File: config.mk
export PLATFORM = sky130hd
export DESIGN_NAME = fzs_back
export DESIGN_NICKNAME = d
export VERILOG_FILES = /design/src/rtl/core/fzs_pkg.sv /design/src/rtl/core/fzs_back.sv
export SDC_FILE = /design/constraint.sdc
export NUM_CORES = 1
export LEC_CHECK = 0
export BUFFER_PORTS_ARGS = -buffer_cell sky130_fd_sc_hd__buf_2
export CORE_MARGIN = 2
export CORE_UTILIZATION = 30
export DETAILED_ROUTE_END_ITERATION = 10
export HOLD_SLACK_MARGIN = 0.1
export PLACE_DENSITY = 0.51
export REMOVE_ABC_BUFFERS = 1
export SLEW_MARGIN = 20
export SYNTH_ARGS = -nofsm -noshare
export SYNTH_HDL_FRONTEND = slang
export SYNTH_SLANG_ARGS = --single-unit
File: constraint.sdc
create_clock -name clk -period 3.3 [get_ports clk]
set_input_delay 0 -clock clk [delete_from_list [all_inputs] [get_ports clk]]
set_output_delay 0 -clock clk [all_outputs]
set_load 0.02 [all_outputs]
File: src/rtl/core/fzs_pkg.sv
package fzs_pkg;

	localparam int HGT_W   = 7;
	localparam int IN_W    = 16;
	localparam int X_W     = 21;
	localparam int RAMP_W  = 21;
	localparam int RECIP_W = 22;
	localparam int PROD_W  = RAMP_W + RECIP_W;
	localparam int DEG_W   = 16;
	localparam int DEN_W   = DEG_W + 2;
	localparam int NUM_W   = DEG_W + HGT_W + 2;
	localparam int Q_W     = 15;
	localparam int FRAC_W  = 8;
	localparam int DIVD_W  = NUM_W + FRAC_W;
	localparam int NUM_MF  = 6;
	localparam int FRONT_STAGES = 5;
	localparam int CFG_AW  = 2;

	// membership slots
	localparam int MF_IL = 0;
	localparam int MF_IM = 1;
	localparam int MF_IH = 2;
	localparam int MF_DL = 3;
	localparam int MF_DM = 4;
	localparam int MF_DH = 5;

	localparam logic [CFG_AW-1:0] CFG_H_NO    = 2'd0;
	localparam logic [CFG_AW-1:0] CFG_H_MAYBE = 2'd1;
	localparam logic [CFG_AW-1:0] CFG_H_YES   = 2'd2;

	localparam logic [HGT_W-1:0] H_NO_RST    = 7'd30;
	localparam logic [HGT_W-1:0] H_MAYBE_RST = 7'd60;
	localparam logic [HGT_W-1:0] H_YES_RST   = 7'd80;

	// income breakpoints, income scaled by 20 (one unit is 8192)
	localparam logic [X_W-1:0] X_5U  = 21'd40960;
	localparam logic [X_W-1:0] X_10U = 21'd81920;
	localparam logic [X_W-1:0] X_12U = 21'd98304;
	localparam logic [X_W-1:0] X_16U = 21'd131072;
	localparam logic [X_W-1:0] X_24U = 21'd196608;
	localparam logic [X_W-1:0] X_28U = 21'd229376;
	localparam logic [X_W-1:0] X_30U = 21'd245760;
	localparam logic [X_W-1:0] X_35U = 21'd286720;

	// debt breakpoints in Q8.8
	localparam logic [IN_W-1:0] Y_10 = 16'd2560;
	localparam logic [IN_W-1:0] Y_25 = 16'd6400;
	localparam logic [IN_W-1:0] Y_30 = 16'd7680;
	localparam logic [IN_W-1:0] Y_48 = 16'd12288;
	localparam logic [IN_W-1:0] Y_52 = 16'd13312;
	localparam logic [IN_W-1:0] Y_70 = 16'd17920;
	localparam logic [IN_W-1:0] Y_75 = 16'd19200;
	localparam logic [IN_W-1:0] Y_90 = 16'd23040;

	// ramp divide by 7, 3, 7, 5, 23, 5 as multiply by reciprocal and shift
	typedef logic [RECIP_W-1:0] recip_t;
	localparam recip_t RECIP [NUM_MF] = '{
		22'd599187, 22'd349526, 22'd599187, 22'd419431, 22'd2917777, 22'd419431
	};
	localparam int RSHIFT [NUM_MF] = '{22, 20, 22, 21, 26, 21};

	typedef enum logic [1:0] {
		DK_ZERO,
		DK_FULL,
		DK_RAMP
	} deg_kind_t;

	typedef struct packed {
		logic [HGT_W-1:0] h_no;
		logic [HGT_W-1:0] h_maybe;
		logic [HGT_W-1:0] h_yes;
	} heights_t;

	typedef struct packed {
		logic [NUM_W-1:0] num;
		logic [DEN_W-1:0] den;
	} frac_t;

endpackage

File: src/rtl/core/fzs_back.sv
module fzs_back (
	input  logic                clk,
	input  logic                arst_n,
	input  logic                in_valid,
	input  fzs_pkg::frac_t      in_data,
	output logic                done,
	output logic [14:0]         score,
	output logic                zero_weight
);
	import fzs_pkg::*;

	logic [DIVD_W-1:0] rem_s [Q_W+1];
	logic [DEN_W-1:0]  den_s [Q_W+1];
	logic [Q_W-1:0]    quo_s [Q_W+1];
	logic              v_s   [Q_W+1];
	logic              done_q;
	logic [Q_W-1:0]    score_q;
	logic              zero_q;

	always_ff @(posedge clk or negedge arst_n) begin
		if (!arst_n) begin
			v_s[0] <= 1'b0;
		end else begin
			v_s[0] <= in_valid;
		end
	end

	always_ff @(posedge clk) begin
		rem_s[0] <= {in_data.num, FRAC_W'(0)};
		den_s[0] <= in_data.den;
		quo_s[0] <= '0;
	end

	// restoring divide, one quotient bit per stage, msb first
	for (genvar j = 0; j < Q_W; j++) begin : g_div
		localparam int B = Q_W - 1 - j;
		logic [DIVD_W-1:0] dsh;
		logic              ge;

		assign dsh = DIVD_W'(den_s[j]) << B;
		assign ge  = (rem_s[j] >= dsh);

		always_ff @(posedge clk or negedge arst_n) begin
			if (!arst_n) begin
				v_s[j+1] <= 1'b0;
			end else begin
				v_s[j+1] <= v_s[j];
			end
		end

		always_ff @(posedge clk) begin
			rem_s[j+1] <= ge ? rem_s[j] - dsh : rem_s[j];
			den_s[j+1] <= den_s[j];
			quo_s[j+1] <= quo_s[j] | (Q_W'(ge) << B);
		end
	end

	always_ff @(posedge clk or negedge arst_n) begin
		if (!arst_n) begin
			done_q <= 1'b0;
		end else begin
			done_q <= v_s[Q_W];
		end
	end

	always_ff @(posedge clk) begin
		zero_q  <= (den_s[Q_W] == '0);
		score_q <= (den_s[Q_W] == '0) ? '0 : quo_s[Q_W];
	end

	assign done        = done_q;
	assign score       = score_q;
	assign zero_weight = zero_q;

endmodule

# Word level (Yosys, flattened, before mapping)
# Memory sizes are Yosys's and may differ from the RTL's. A register that Yosys moved wholly into a read port is not among the register bits.
# Cells that the tools add are included.
[word_totals] memories=3 regBits=18 out_inout_bits=17 wordCells=82 input_bits=46 ram_bits=1056
[classes] add_sub_neg=15 n_bitwise=15 magnitude_cmp=15 mux=15 n_reduce_logical=1
[memory_table] memory="rem_s" depth=16 word_bits=33 rd=15 rd_ports_with_merged_regs=0 wr=16 line_no="fzs_back.sv:12" source="logic [DIVD_W-1:0] rem_s [Q_W+1];"
[memory_table] memory="den_s" depth=16 word_bits=18 rd=16 rd_ports_with_merged_regs=0 wr=16 line_no="fzs_back.sv:13" source="logic [DEN_W-1:0] den_s [Q_W+1];"
[memory_table] memory="quo_s" depth=16 word_bits=15 rd=16 rd_ports_with_merged_regs=1 wr=16 line_no="fzs_back.sv:14" source="logic [Q_W-1:0] quo_s [Q_W+1];"
[ops] op="$mux W33" count=15
[ops] op="$ge A33 B18 Y1" count=1
[ops] op="$ge A33 B19 Y1" count=1
[ops] op="$ge A33 B20 Y1" count=1
[ops] op="$ge A33 B21 Y1" count=1
[ops] op="$ge A33 B22 Y1" count=1
[ops] op="$ge A33 B23 Y1" count=1
[ops] op="$ge A33 B24 Y1" count=1
[ops] op="$ge A33 B25 Y1" count=1
[ops] op="$ge A33 B26 Y1" count=1
[ops] op="$ge A33 B27 Y1" count=1
[ops] op="$ge A33 B28 Y1" count=1
[ops] op="$ge A33 B29 Y1" count=1
[ops] op="$ge A33 B30 Y1" count=1
[ops] op="$ge A33 B31 Y1" count=1
[ops] op="$ge A33 B32 Y1" count=1
[ops] op="$sub A33 B18 Y33" count=1
[ops] op="$sub A33 B19 Y33" count=1
[ops] op="$sub A33 B20 Y33" count=1
[ops] op="$sub A33 B21 Y33" count=1
[ops] op="$sub A33 B22 Y33" count=1
[ops] op="$sub A33 B23 Y33" count=1
[ops] op="$sub A33 B24 Y33" count=1
[ops] op="$sub A33 B25 Y33" count=1
[ops] op="23 further kinds" count=23

# Longest topological paths before layout
# An unclocked memory read counts as a cell.
[depth] word_depth=3 mapped_depth=14

# Worst setup path before layout
# OpenSTA, ideal clock, no wires.
[synth_timing] path_type="reg2reg" start="mem den_s[6][18] in the netlist's numbering" end="mem rem_s[1][208] in the netlist's numbering" arrival_ps=2900 t_required_ps=3168 path_stages_with_launch=14 setup_slack_ps=267 setup_time_ps=132 period_less_slack_ps=3033 cell_sequence="dfxtp_1 > inv_1 > fa_1 > a211oi_1 > o21ai_0 > a2111oi_0 > nor2_1 > o21ai_0 > and3_1 > buf_2 > inv_1 > clkbuf_1 > nor2_1 > a21oi_1"
[synth_rtl] element="start: declaration" line_no="fzs_back.sv:13"
[synth_rtl] element="end: declaration" line_no="fzs_back.sv:12"

==> run metrics <==
worst skew pair latency=0.68 ns; most common cell after layout, fill and taps aside=dfxtp_1; via count=26.34k; Crit Path Max Fanout=5; Slew Limit Fails=0; commonest cells after routing, fill and taps aside=dfxtp_1 (825), inv_1 (333), a21oi_1 (297), nand2_1 (284), ha_1 (268); arrival time worst endpoint=3.85 ns; Area Overhead vs Synth=19.44%; fmax=307.1 MHz; initial antenna violation count=0; ANT cells=0; Worst Skew=0.04042 ns; TritonRoute pass-1 iters=5; First DRT Iteration DRCs=973; Cell variety after synth=83; post-route worst setup slack=0.04353 ns; Mapped Area=35760 µm²; Worst Hold Launch=quo_s[12][4]; Peak VDD IR=451.2 µV; WL per Instance=14.30 µm; Worst Setup SP=den_s[6][4]; count of state elements after synthesis=844; status=finished clean; Crit. End Element=register; Post-Place Setup Slack=0.05278 ns; filler cell count in the final layout=11.91k; CP Launch Type=register; Final Hold Viols=0; Initial Util=30.28%; Max Buffers Root-to-Sink=3; power per cell area=975.9 nW/µm²; asr flop ratio synth=2.014%; HP Class=register to register; Max transition margin=30.89%; GPL Wtd Cong=0.8884; Clock Sinks=844; Die X=349.2 µm; core area=118100 µm²; grt ovf=0; Yosys warning count=0; Tcrit/Tclk final=98.68%; vias in the first global route=27.10k; Worst R2R Path Depth=11; CTS Root Cell=clkbuf_16; GRT Total Usage=13.20%; dominant synthesized flop cell=dfxtp_1; htree depth=3; final number of setup-violating endpoints=0; clock slew at reported path FFs=0.06 ns; Worst Hold Slack=0.3230 ns; Synth Instances=3772; r2r startpoint=den_s[6][4]; Port Buffers=62; first-pass GRT wire length=131000 µm; fin crit period=3.256 ns; share of post-route cells with drive strength above 1=10.29%; TritonCTS clock tree=yes; TritonCTS Buffers=94; Routed Antenna Nets=0; DIE AREA=122000 µm²; fin cells=5666; max-cap viol count=0; Crit Path Category=register to register; leak pwr=0.01873 µW; HPWL after DPL=62100 µm; Placed Cells=5401; WP data required=3.89 ns; vias per inst=4.649; routed wire length=81040 µm; site row count=126; sequential element share of the synthesized area=47.49%; # DRC=0; syn avg cell area=9.480 µm²; Nets=4382; IO Pins=63; EDFF count, synth=0; largest net degree at the start of global routing=36; die height=349.2 µm; Hold Crit Depth=0; worst slew pin tran=1.011 ns
cell families after synthesis:
family	count (synthesis)	synth area share, %
AOI/OAI and AO/OA	884	15.41
xor gates and xnor gates	289	7.079
adders and majority gates	283	10.20
buffers and inverters	406	4.322
DFF	844	47.49
muxes	50	1.564
and+or+nand+nor	1016	13.93
stage by stage:
stage / power (µW) / instance area [µm²] / TNS, ns / utilization (%)
floorplan: 26830 / 35480 / -1.998 / -
global placement: 31040 / 38550 / 0 / 32.65
detailed placement: 31100 / 38550 / 0 / 32.65
CTS: 42010 / 42620 / 0 / 36.10
global route: 44810 / 42710 / -0.04372 / 36.17
finish: 41680 / 42710 / 0 / 36.17
cells in the mapped netlist, drive strengths merged, types with 15 or more instances:
master / count / area [µm²]
o31ai: 29 / 217.7
o21ai: 214 / 1071
or2: 15 / 93.84
nor4: 40 / 256.5
inv: 336 / 1261
nand3: 59 / 300.3
clkbuf: 54 / 202.7
a21o: 84 / 630.6
and3: 33 / 206.5
a21oi: 299 / 1496
nand2: 284 / 1066
o21a: 36 / 270.3
and2: 17 / 106.4
ha: 269 / 3366
nand2b: 43 / 269.0
mux2: 47 / 529.3
o211ai: 22 / 165.2
xnor2: 157 / 1375
o21bai: 20 / 153.9
a211oi: 35 / 262.8
dfrtp: 17 / 425.4
a31oi: 28 / 181.4
nor2b: 49 / 306.5
buf: 15 / 77.58
dfxtp: 827 / 16560
nor3: 84 / 420.4
or3: 27 / 173.9
nand4: 39 / 244.0
xor2: 132 / 1156
or4: 21 / 168.9
nor2: 256 / 960.9
repair_timing:
item | CTS | global route
setup buffers | 0 | 2
hold buffers | 90 | 0
setup endpoints to repair | 0 | 43
hold endpoints to repair | 61 | 0
resized for setup | 0 | 20
power by group:
part           internal, µW  switching, µW  total [µW]
Clock                  6320           4200       10500
Combinational          7540           8840       16400
Sequential            13000           1720       14800
Total                 26900          14800       41700
worst max-delay path, stage by stage, from the launching register on:
cell      delay [ns]
dfxtp_1         0.34
inv_1           0.05
ha_1            0.30
a211o_1         0.28
a311oi_1        0.28
buf_4           0.18
o31ai_2         0.08
o41ai_2         0.53
o21bai_1        0.20
a2111o_1        0.52
nor4_4          0.26
xor2_1          0.17
registers in the layout, summed over array words and instances, names as in the netlist:
signal	count
done	1
rem_s	403
den_s	288
quo_s	120
v_s	16
score	15
zero_weight	1
path summary, 6_finish.rpt:
check	slack, ns	to
worst max-delay path	0.04	rem_s[1][193]
worst min-delay path	0.32	quo_s[13][4]
worst max register to register	0.04	rem_s[1][193]
worst min register to register	0.32	quo_s[13][4]
max in group asynchronous	2.37	v_s[11]
min in group asynchronous	0.46	v_s[8]
final cells by class:
class,instances,area [µm²],share of cell area [%]
Sequential cell,844,16980,39.77
Tap cell,1536,1922,4.500
Clock inverter,33,380.4,0.8906
Clock buffer,140,2788,6.527
Inverter,337,1265,2.962
Timing Repair Buffer,254,2043,4.784
Multi-Input combinational cell,2522,17330,40.57
layer usage:
layer	share of wire [%]	wire (µm)	track usage, %	up-vias
met5	0	0	0	-
met4	6.8	5539	8.893	0
met3	3.0	2402	2.321	271
met2	52	42120	25.55	446
met1	38	30970	12.59	11940
li1	-	-	-	13680
(Power assumes the default switching activity.)
