File: src/rtl/core/fzs_pkg.sv
package fzs_pkg;

	localparam int HGT_W   = 7;
	localparam int IN_W    = 16;
	localparam int X_W     = 21;
	localparam int RAMP_W  = 21;
	localparam int RECIP_W = 22;
	localparam int PROD_W  = RAMP_W + RECIP_W;
	localparam int DEG_W   = 16;
	localparam int DEN_W   = DEG_W + 2;
	localparam int NUM_W   = DEG_W + HGT_W + 2;
	localparam int Q_W     = 15;
	localparam int FRAC_W  = 8;
	localparam int DIVD_W  = NUM_W + FRAC_W;
	localparam int NUM_MF  = 6;
	localparam int FRONT_STAGES = 5;
	localparam int CFG_AW  = 2;

	// membership slots
	localparam int MF_IL = 0;
	localparam int MF_IM = 1;
	localparam int MF_IH = 2;
	localparam int MF_DL = 3;
	localparam int MF_DM = 4;
	localparam int MF_DH = 5;

	localparam logic [CFG_AW-1:0] CFG_H_NO    = 2'd0;
	localparam logic [CFG_AW-1:0] CFG_H_MAYBE = 2'd1;
	localparam logic [CFG_AW-1:0] CFG_H_YES   = 2'd2;

	localparam logic [HGT_W-1:0] H_NO_RST    = 7'd30;
	localparam logic [HGT_W-1:0] H_MAYBE_RST = 7'd60;
	localparam logic [HGT_W-1:0] H_YES_RST   = 7'd80;

	// income breakpoints, income scaled by 20 (one unit is 8192)
	localparam logic [X_W-1:0] X_5U  = 21'd40960;
	localparam logic [X_W-1:0] X_10U = 21'd81920;
	localparam logic [X_W-1:0] X_12U = 21'd98304;
	localparam logic [X_W-1:0] X_16U = 21'd131072;
	localparam logic [X_W-1:0] X_24U = 21'd196608;
	localparam logic [X_W-1:0] X_28U = 21'd229376;
	localparam logic [X_W-1:0] X_30U = 21'd245760;
	localparam logic [X_W-1:0] X_35U = 21'd286720;

	// debt breakpoints in Q8.8
	localparam logic [IN_W-1:0] Y_10 = 16'd2560;
	localparam logic [IN_W-1:0] Y_25 = 16'd6400;
	localparam logic [IN_W-1:0] Y_30 = 16'd7680;
	localparam logic [IN_W-1:0] Y_48 = 16'd12288;
	localparam logic [IN_W-1:0] Y_52 = 16'd13312;
	localparam logic [IN_W-1:0] Y_70 = 16'd17920;
	localparam logic [IN_W-1:0] Y_75 = 16'd19200;
	localparam logic [IN_W-1:0] Y_90 = 16'd23040;

	// ramp divide by 7, 3, 7, 5, 23, 5 as multiply by reciprocal and shift
	typedef logic [RECIP_W-1:0] recip_t;
	localparam recip_t RECIP [NUM_MF] = '{
		22'd599187, 22'd349526, 22'd599187, 22'd419431, 22'd2917777, 22'd419431
	};
	localparam int RSHIFT [NUM_MF] = '{22, 20, 22, 21, 26, 21};

	typedef enum logic [1:0] {
		DK_ZERO,
		DK_FULL,
		DK_RAMP
	} deg_kind_t;

	typedef struct packed {
		logic [HGT_W-1:0] h_no;
		logic [HGT_W-1:0] h_maybe;
		logic [HGT_W-1:0] h_yes;
	} heights_t;

	typedef struct packed {
		logic [NUM_W-1:0] num;
		logic [DEN_W-1:0] den;
	} frac_t;

endpackage

File: src/rtl/core/fzs_front.sv
module fzs_front (
	input  logic                           clk,
	input  logic                           arst_n,
	input  logic                           in_valid,
	input  logic [15:0]                    income,
	input  logic [15:0]                    debt,
	input  fzs_pkg::heights_t              heights,
	output logic                           out_valid,
	output fzs_pkg::frac_t                 out_data,
	output logic [2:0]                     inflight
);
	import fzs_pkg::*;

	logic [X_W-1:0]    x;
	deg_kind_t         kind_c  [NUM_MF];
	logic [RAMP_W-1:0] ramp_c  [NUM_MF];

	deg_kind_t         kind_s1 [NUM_MF];
	logic [RAMP_W-1:0] ramp_s1 [NUM_MF];
	deg_kind_t         kind_s2 [NUM_MF];
	logic [PROD_W-1:0] prod_s2 [NUM_MF];
	logic [DEG_W-1:0]  deg_c   [NUM_MF];
	logic [DEG_W-1:0]  deg_s3  [NUM_MF];
	logic [DEG_W-1:0]  sno_c, smay_c, syes_c;
	logic [DEG_W-1:0]  sno_s4, smay_s4, syes_s4;
	frac_t             frac_s5;
	logic              v_s1, v_s2, v_s3, v_s4, v_s5;

	function automatic logic [DEG_W-1:0] min2(input logic [DEG_W-1:0] a,
		input logic [DEG_W-1:0] b);
		return (a < b) ? a : b;
	endfunction

	function automatic logic [DEG_W-1:0] max3(input logic [DEG_W-1:0] a,
		input logic [DEG_W-1:0] b, input logic [DEG_W-1:0] c);
		logic [DEG_W-1:0] m;
		m = (a > b) ? a : b;
		return (m > c) ? m : c;
	endfunction

	// classify each membership and form the ramp dividend
	always_comb begin
		x = X_W'({income, 4'b0}) + X_W'({income, 2'b0});
		for (int i = 0; i < NUM_MF; i++) begin
			kind_c[i] = DK_ZERO;
			ramp_c[i] = '0;
		end
		if (x <= X_5U) begin
			kind_c[MF_IL] = DK_FULL;
		end else if (x < X_12U) begin
			kind_c[MF_IL] = DK_RAMP;
			ramp_c[MF_IL] = (X_12U - x) << 3;
		end
		if (x <= X_10U) begin
			kind_c[MF_IM] = DK_ZERO;
		end else if (x < X_16U) begin
			kind_c[MF_IM] = DK_RAMP;
			ramp_c[MF_IM] = (x - X_10U) << 2;
		end else if (x <= X_24U) begin
			kind_c[MF_IM] = DK_FULL;
		end else if (x < X_30U) begin
			kind_c[MF_IM] = DK_RAMP;
			ramp_c[MF_IM] = (X_30U - x) << 2;
		end
		if (x >= X_35U) begin
			kind_c[MF_IH] = DK_FULL;
		end else if (x > X_28U) begin
			kind_c[MF_IH] = DK_RAMP;
			ramp_c[MF_IH] = (x - X_28U) << 3;
		end
		if (debt <= Y_10) begin
			kind_c[MF_DL] = DK_FULL;
		end else if (debt < Y_30) begin
			kind_c[MF_DL] = DK_RAMP;
			ramp_c[MF_DL] = RAMP_W'(Y_30 - debt) << 6;
		end
		if (debt <= Y_25) begin
			kind_c[MF_DM] = DK_ZERO;
		end else if (debt < Y_48) begin
			kind_c[MF_DM] = DK_RAMP;
			ramp_c[MF_DM] = RAMP_W'(debt - Y_25) << 8;
		end else if (debt <= Y_52) begin
			kind_c[MF_DM] = DK_FULL;
		end else if (debt < Y_75) begin
			kind_c[MF_DM] = DK_RAMP;
			ramp_c[MF_DM] = RAMP_W'(Y_75 - debt) << 8;
		end
		if (debt >= Y_90) begin
			kind_c[MF_DH] = DK_FULL;
		end else if (debt > Y_70) begin
			kind_c[MF_DH] = DK_RAMP;
			ramp_c[MF_DH] = RAMP_W'(debt - Y_70) << 6;
		end
	end

	always_comb begin
		for (int i = 0; i < NUM_MF; i++) begin
			case (kind_s2[i])
				DK_ZERO: deg_c[i] = '0;
				DK_FULL: deg_c[i] = '1;
				DK_RAMP: deg_c[i] = DEG_W'(prod_s2[i] >> RSHIFT[i]);
				default: deg_c[i] = '0;
			endcase
		end
	end

	always_comb begin
		sno_c  = max3(min2(deg_s3[MF_IM], deg_s3[MF_DL]), min2(deg_s3[MF_IH], deg_s3[MF_DL]),
			min2(deg_s3[MF_IH], deg_s3[MF_DM]));
		smay_c = max3(min2(deg_s3[MF_IL], deg_s3[MF_DL]), min2(deg_s3[MF_IM], deg_s3[MF_DM]),
			min2(deg_s3[MF_IH], deg_s3[MF_DH]));
		syes_c = max3(min2(deg_s3[MF_IL], deg_s3[MF_DM]), min2(deg_s3[MF_IL], deg_s3[MF_DH]),
			min2(deg_s3[MF_IM], deg_s3[MF_DH]));
	end

	always_ff @(posedge clk or negedge arst_n) begin
		if (!arst_n) begin
			v_s1 <= 1'b0;
			v_s2 <= 1'b0;
			v_s3 <= 1'b0;
			v_s4 <= 1'b0;
			v_s5 <= 1'b0;
		end else begin
			v_s1 <= in_valid;
			v_s2 <= v_s1;
			v_s3 <= v_s2;
			v_s4 <= v_s3;
			v_s5 <= v_s4;
		end
	end

	always_ff @(posedge clk) begin
		for (int i = 0; i < NUM_MF; i++) begin
			kind_s1[i] <= kind_c[i];
			ramp_s1[i] <= ramp_c[i];
			kind_s2[i] <= kind_s1[i];
			prod_s2[i] <= PROD_W'(ramp_s1[i]) * PROD_W'(RECIP[i]);
			deg_s3[i]  <= deg_c[i];
		end
		sno_s4  <= sno_c;
		smay_s4 <= smay_c;
		syes_s4 <= syes_c;
		frac_s5.den <= DEN_W'(sno_s4) + DEN_W'(smay_s4) + DEN_W'(syes_s4);
		frac_s5.num <= NUM_W'(heights.h_no) * NUM_W'(sno_s4)
			+ NUM_W'(heights.h_maybe) * NUM_W'(smay_s4)
			+ NUM_W'(heights.h_yes) * NUM_W'(syes_s4);
	end

	assign out_valid = v_s5;
	assign out_data  = frac_s5;
	assign inflight  = 3'(v_s1) + 3'(v_s2) + 3'(v_s3) + 3'(v_s4) + 3'(v_s5);

endmodule

File: config.mk
export PLATFORM = sky130hd
export DESIGN_NAME = fzs_front
export DESIGN_NICKNAME = d
export VERILOG_FILES = /design/src/rtl/core/fzs_pkg.sv /design/src/rtl/core/fzs_front.sv
export SDC_FILE = /design/constraint.sdc
export NUM_CORES = 2
export LEC_CHECK = 0
export ABC_AREA = 1
export BUFFER_PORTS_ARGS = -buffer_cell sky130_fd_sc_hd__buf_4
export CAP_MARGIN = 20
export CORE_MARGIN = 2
export CORE_UTILIZATION = 40
export DETAILED_ROUTE_END_ITERATION = 10
export GPL_ROUTABILITY_DRIVEN = 0
export SETUP_SLACK_MARGIN = 0.2
export SLEW_MARGIN = 20
export SYNTH_ARGS = -nofsm -noshare
export SYNTH_HDL_FRONTEND = slang
export SYNTH_SLANG_ARGS = --single-unit
File: constraint.sdc
create_clock -name clk -period 10.4 [get_ports clk]
set_input_delay 1.04 -clock clk [delete_from_list [all_inputs] [get_ports clk]]
set_output_delay 1.04 -clock clk [all_outputs]
set_load 0.01 [all_outputs]
---- After elaboration in Yosys (flattened, before gate mapping) ----
Memories as Yosys holds them, arrays and structs flattened.
Index checks and enable logic that the tools add are counted.
word-level totals
  ROM bits ................................ 0
  latch bits .............................. 0
  flip-flop bits (word level) ............. 96
  logic and storage cells ................. 137
  output and inout port bits .............. 47
  memory bits (writable) .................. 504
  bits of input ports ..................... 56
  memories ................................ 5
cells by class
  bitwise gates (word level) .............. 0
  add/subtract/negate cells ............... 17
  multiply operators ...................... 9
  reductions and logical operators ........ 0
  shift-type cells ........................ 0
  order comparisons ....................... 31
  multiplexer cells ....................... 53
  eq/ne operators ......................... 12
  div/mod/pow operators ................... 0
memories
  name     words  bits a word  read ports  clocked after memory_dff  write ports  line             source
  prod_s2  6      43           6           0                         6            fzs_front.sv:21  logic [PROD_W-1:0] prod_s2 [NUM_MF];
  ramp_s1  6      21           6           0                         6            fzs_front.sv:19  logic [RAMP_W-1:0] ramp_s1 [NUM_MF];
  deg_s3   6      16           6           0                         6            fzs_front.sv:23  logic [DEG_W-1:0] deg_s3 [NUM_MF];
  kind_s1  6      2            6           0                         6            fzs_front.sv:18  deg_kind_t kind_s1 [NUM_MF];
  kind_s2  6      2            6           0                         6            fzs_front.sv:20  deg_kind_t kind_s2 [NUM_MF];
operators with widths
  operator                                                             number
  2-to-1 mux 21 bit                                                    16
  2-to-1 mux 16 bit                                                    15
  one-hot mux 16 bit (2 select lines)                                  6
  less-than comparator 16 bit                                          9
  > comparator 16 bit                                                  6
  multiplier 21 x 20 -> 41 bit, second input constant                  2
  multiplier 21 x 19 -> 40 bit, second input constant                  2
  multiplier 7 x 16 -> 23 bit                                          3
  multiplier 21 x 22 -> 43 bit, second input constant                  1
  less-than comparator 21 x 18 -> 1 bit, second input constant         2
  multiplier 21 x 18 -> 39 bit, second input constant                  1
  2-to-1 mux 2 bit                                                     16
  adder 24 x 23 -> 25 bit                                              1
  adder 23 x 23 -> 24 bit                                              1
  adder 20 x 18 -> 21 bit                                              1
  greater-or-equal comparator 21 x 19 -> 1 bit, second input constant  1
  > comparator 21 x 18 -> 1 bit, second input constant                 1
  less-or-equal comparator 21 x 16 -> 1 bit, second input constant     1
  less-or-equal comparator 21 x 17 -> 1 bit, second input constant     1
  less-or-equal comparator 21 x 18 -> 1 bit, second input constant     1
  less-than comparator 21 x 17 -> 1 bit, second input constant         1
  subtractor 18 x 19 -> 19 bit, first input constant                   1
  subtractor 19 x 17 -> 19 bit, second input constant                  1
  adder 17 x 16 -> 18 bit                                              1
  20 further kinds                                                     31

---- Longest topological paths before layout ----
An unclocked memory read counts as a cell.
  depth in word-level cells ............... 7
  mapped depth ............................ 40
  mapped depth without buffers ............ 37

---- Least setup slack after synthesis ----
No wires, ideal clock.
  path type ............................... input to register
  start point ............................. input port heights[13] (netlist bit)
  end point ............................... register frac_s5 (netlist bit out_data[39])
  slack ................................... 3.076 ns
  buffers on the path ..................... 2
  stages on the path ...................... 24
  arrival time ............................ 7.198 ns
  library setup time ...................... 0.127 ns
  cell sequence ........................... clkbuf_1 clkbuf_1 nand2_1 fa_1 fa_1 inv_1 fa_1 fa_1 fa_1 fa_1 inv_1 fa_1 inv_1 ha_1 a21o_1 a31oi_1 o21ai_0 nand2_1 nand2_1 a21oi_1 o21ai_0 a21oi_1 o21ai_0 xor2_1
between the ends
  word-level cells in the longest chain between the ends .. 3
RTL lines
  what                         line              source
  from (decl)                  fzs_front.sv:7    input fzs_pkg::heights_t heights,
  multiplier 7 x 16 -> 23 bit  fzs_front.sv:145  + NUM_W'(heights.h_maybe) * NUM_W'(smay_s4)
  adder 23 x 23 -> 24 bit      fzs_front.sv:145
  adder 24 x 23 -> 25 bit      fzs_front.sv:146  + NUM_W'(heights.h_yes) * NUM_W'(syes_s4);
  to (decl)                    fzs_front.sv:26   frac_t frac_s5;
No other way between the ends.

==> flow_summary.json <==
{
  "yosysWarnings": 0,
  "period_needed_ps": 7240,
  "antenna_found_initial": 2,
  "globalRoute.totalOverflow": 0,
  "critPathSlowestCell": "nand2_1",
  "commonest_cells_after_routing_fill_and_taps_aside": "inv_1, nand2_1, ha_1",
  "root_buffer": "clkbuf_16",
  "cts-buffers-inserted": 48,
  "synth_top_cells_by_area": "fa_1, ha_1, dfxtp_1",
  "met3_usage_pct": 2.18,
  "timing.critical_path.to_type": "flip-flop",
  "layout_worst_path_cycle_share_pct": 69.6,
  "grt_pass1_vias": 46691,
  "relative_max_transition_margin_pct": 37.5,
  "grt_most_used_layer": "met2",
  "ctsResizeCount": 0,
  "number_of_enable_flip_flop_cells_after_synthesis": 0,
  "pre_cts_worst_setup_slack_ps": 2610,
  "syn_inst": 7015,
  "insertion_delay_ps": 630,
  "clock_skew_ps": 29.2,
  "ys_ff_latch": 404,
  "synth_seq_area_share_pct": 13.8,
  "route.detailed.drc": 0,
  "die_area_mm2": 0.150,
  "clkSlewWorstSetupHoldPaths_ps": 60,
  "cts_hold_repair.buffers": 0,
  "drt-total-wl_um": 152000,
  "r2r.worst_path.cells": 26,
  "path_delay_family": "simple AND/OR/NAND/NOR gates",
  "drt-pass1-iter-count": 7,
  "max_cap_viol_count": 0,
  "critical_path.n_buffers_inverters": 3,
  "wl_per_cell_um": 16.9,
  "grt_use_met2_pct": 35.0,
  "nNetsFinal": 9001,
  "post-route-worst-setup-slack_ps": 3160,
  "hpwl_reported_at_the_end_of_detailed_placement_um": 131000,
  "die_x_um": 387,
  "critical_path_cell_count": 26,
  "start_kind": "flip-flop",
  "layout-area-overhead-vs-synth_pct": 7.65,
  "grt_pass1_wl_um": 247000,
  "grt_util_all_layers_pct": 20.5,
  "std_cell_rows": 140,
  "antenna-diode-count": 0,
  "synth_top_cell_area_share_pct": 26.2,
  "status": "completed",
  "setup_viol": 0,
  "die_y_um": 387,
  "grt_max_degree": 34,
  "critical_path.most_common_cell": "nand2_1",
  "r2r_setup_slack_ps": 3160,
  "worst-setup-path-type": "reg -> reg",
  "timing.critical_path.fanout_max": 32,
  "hold_slack_ps": 210,
  "final_common_cell": "inv_1",
  "timing.final.hold_violations": 0,
  "syn-cell-area_mm2": 0.0587,
  "vias": 45122,
  "floorplan.io_pins": 103,
  "detail-route-antenna-nets": 0,
  "layout.core_utilization_pct": 43.3,
  "final-max-slew-violation-count": 0,
  "postSynthAreaPerCell_um2": 8.37,
  "cts_post_setup_buffers_inserted": 0,
  "cp_slowest_stage_delay_ps": 660,
  "reg2reg_to": "syes_s4[1]",
  "cts_num_sinks": 404,
  "synthDominantAreaCellType": "fa_1",
  "post_synth_num_cell_types": 69,
  "worstReg2RegStart": "deg_s3[4][9]",
  "postSynth.topFlopCell": "dfxtp_1",
  "actual_transition_at_the_worst_max_transition_pin_ps": 936,
  "setup_total_negative_slack_ps": 0,
  "maxClockFrequency_mhz": 138,
  "filler_cell_count": 14356,
  "worst_ep_arrival_time_ps": 7700,
  "grt_setup_unrepaired": "no",
  "grtUsageMet1_pct": 27.1,
  "tritoncts": "yes",
  "setup.worst_path.start": "deg_s3[4][9]",
  "worst-endpoint-required_ps": 10850,
  "core_area_mm2": 0.146,
  "bufs_on_longest_clock_path": 3,
  "hold_path_class": "in -> async",
  "setup.worst_path.end": "syes_s4[1]",
  "drive_above_1_share_pct": 4.05,
  "synthArstFlopShare_pct": 1.24,
  "depth_of_the_cts_h_tree": 2,
  "drt_first_iter_violations": 2718,
  "initial_core_util_pct": 40.3,
  "via_density_per_instance": 5.01,
  "place.port_buffers": 102
}
## state kept, by name, indices dropped and copies added, names as in the netlist
register	cells
v_s4	1
out_valid	1
v_s2	1
out_data	43
kind_s2	12
deg_s3	96
kind_s1	12
v_s3	1
ramp_s1	92
smay_s4	16
prod_s2	96
syes_s4	16
sno_s4	16
v_s1	1
## Yosys cell counts, drive strengths merged (2+ instances only)
master      n
buf        13
o31ai      17
or2        35
nand4      51
o221a       5
xor2      127
a21o       18
and2       33
o21a       19
a31oi      13
a221oi      5
nor4       10
dfxtp     399
nand3b      4
a211oi     12
a22oi       4
nor3b       2
clkbuf    118
fa        769
o2111ai     6
nor3       41
o21ai     310
dfrtp       5
inv      1729
nor2      256
xnor2      64
o211ai     16
a21boi      4
nand3     156
nand2    1149
ha       1126
and3        3
a21oi     457
o221ai     12
o21bai     15
## routing by layer
layer / share of wire [%] / vias to the layer above
li1: - / 21920
met1: 45 / 21829
met2: 47 / 1111
met3: 4.8 / 260
met4: 3.5 / 2
met5: 0.0066 / -
## worst register-to-register path, delay by kind of cell, from the launching register on
kind,cells,cell delay (ps)
buffers and inverters,3,1010
and+or+nand+nor,13,3380
AOI/OAI and AO/OA,7,1420
DFF,1,320
adders and majority gates,3,940
## how the worst min path moves through the flow
stage | from | endpoint | slack, ps
4_1_cts | arst_n | v_s1 | 160
6_report | arst_n | v_s1 | 210
3_5_place_dp | kind_s1[5][0] | kind_s2[5][0] | 310
3_3_place_gp | kind_s1[5][0] | kind_s2[5][0] | 310
5_1_grt | arst_n | v_s1 | 180
2_1_floorplan | kind_s1[0][0] | kind_s2[0][0] | 310
## kinds of logic after synthesis
group                    count (synthesis)  synth area share [%]
AO/OA/AOI/OAI                          920                  8.65
XOR/XNOR                               191                  2.95
adder cells (fa/ha/maj)               1895                  50.2
buffers and inverters                 1861                  12.0
flip-flops                             404                  13.8
multiplexers                             1                0.0171
other                                    1               0.00639
AND/OR/NAND/NOR                       1742                  12.3
## through the flow
| stage | area (µm²) | instances |
|---|---|---|
| 4_1_cts | 63200 | 9003 |
| 5_1_grt | 63200 | 9003 |
| 6_report | 63200 | 9003 |
| 2_1_floorplan | 58700 | 7018 |
| 3_5_place_dp | 61400 | 8917 |
| 3_3_place_gp | 61400 | 8917 |
## final cells by class
class	count	area, µm²	area share (%)
Timing Repair Buffer	113	848	1.34
Inverter	1730	6490	10.3
Clock inverter	25	400	0.634
Multi-Input combinational cell	4753	43600	69.0
Clock buffer	61	1340	2.12
Sequential cell	404	8110	12.8
Tap cell	1917	2400	3.80
Power is not shown: default switching activity piles up to over one toggle a cycle in this logic, so the estimate is an artifact.
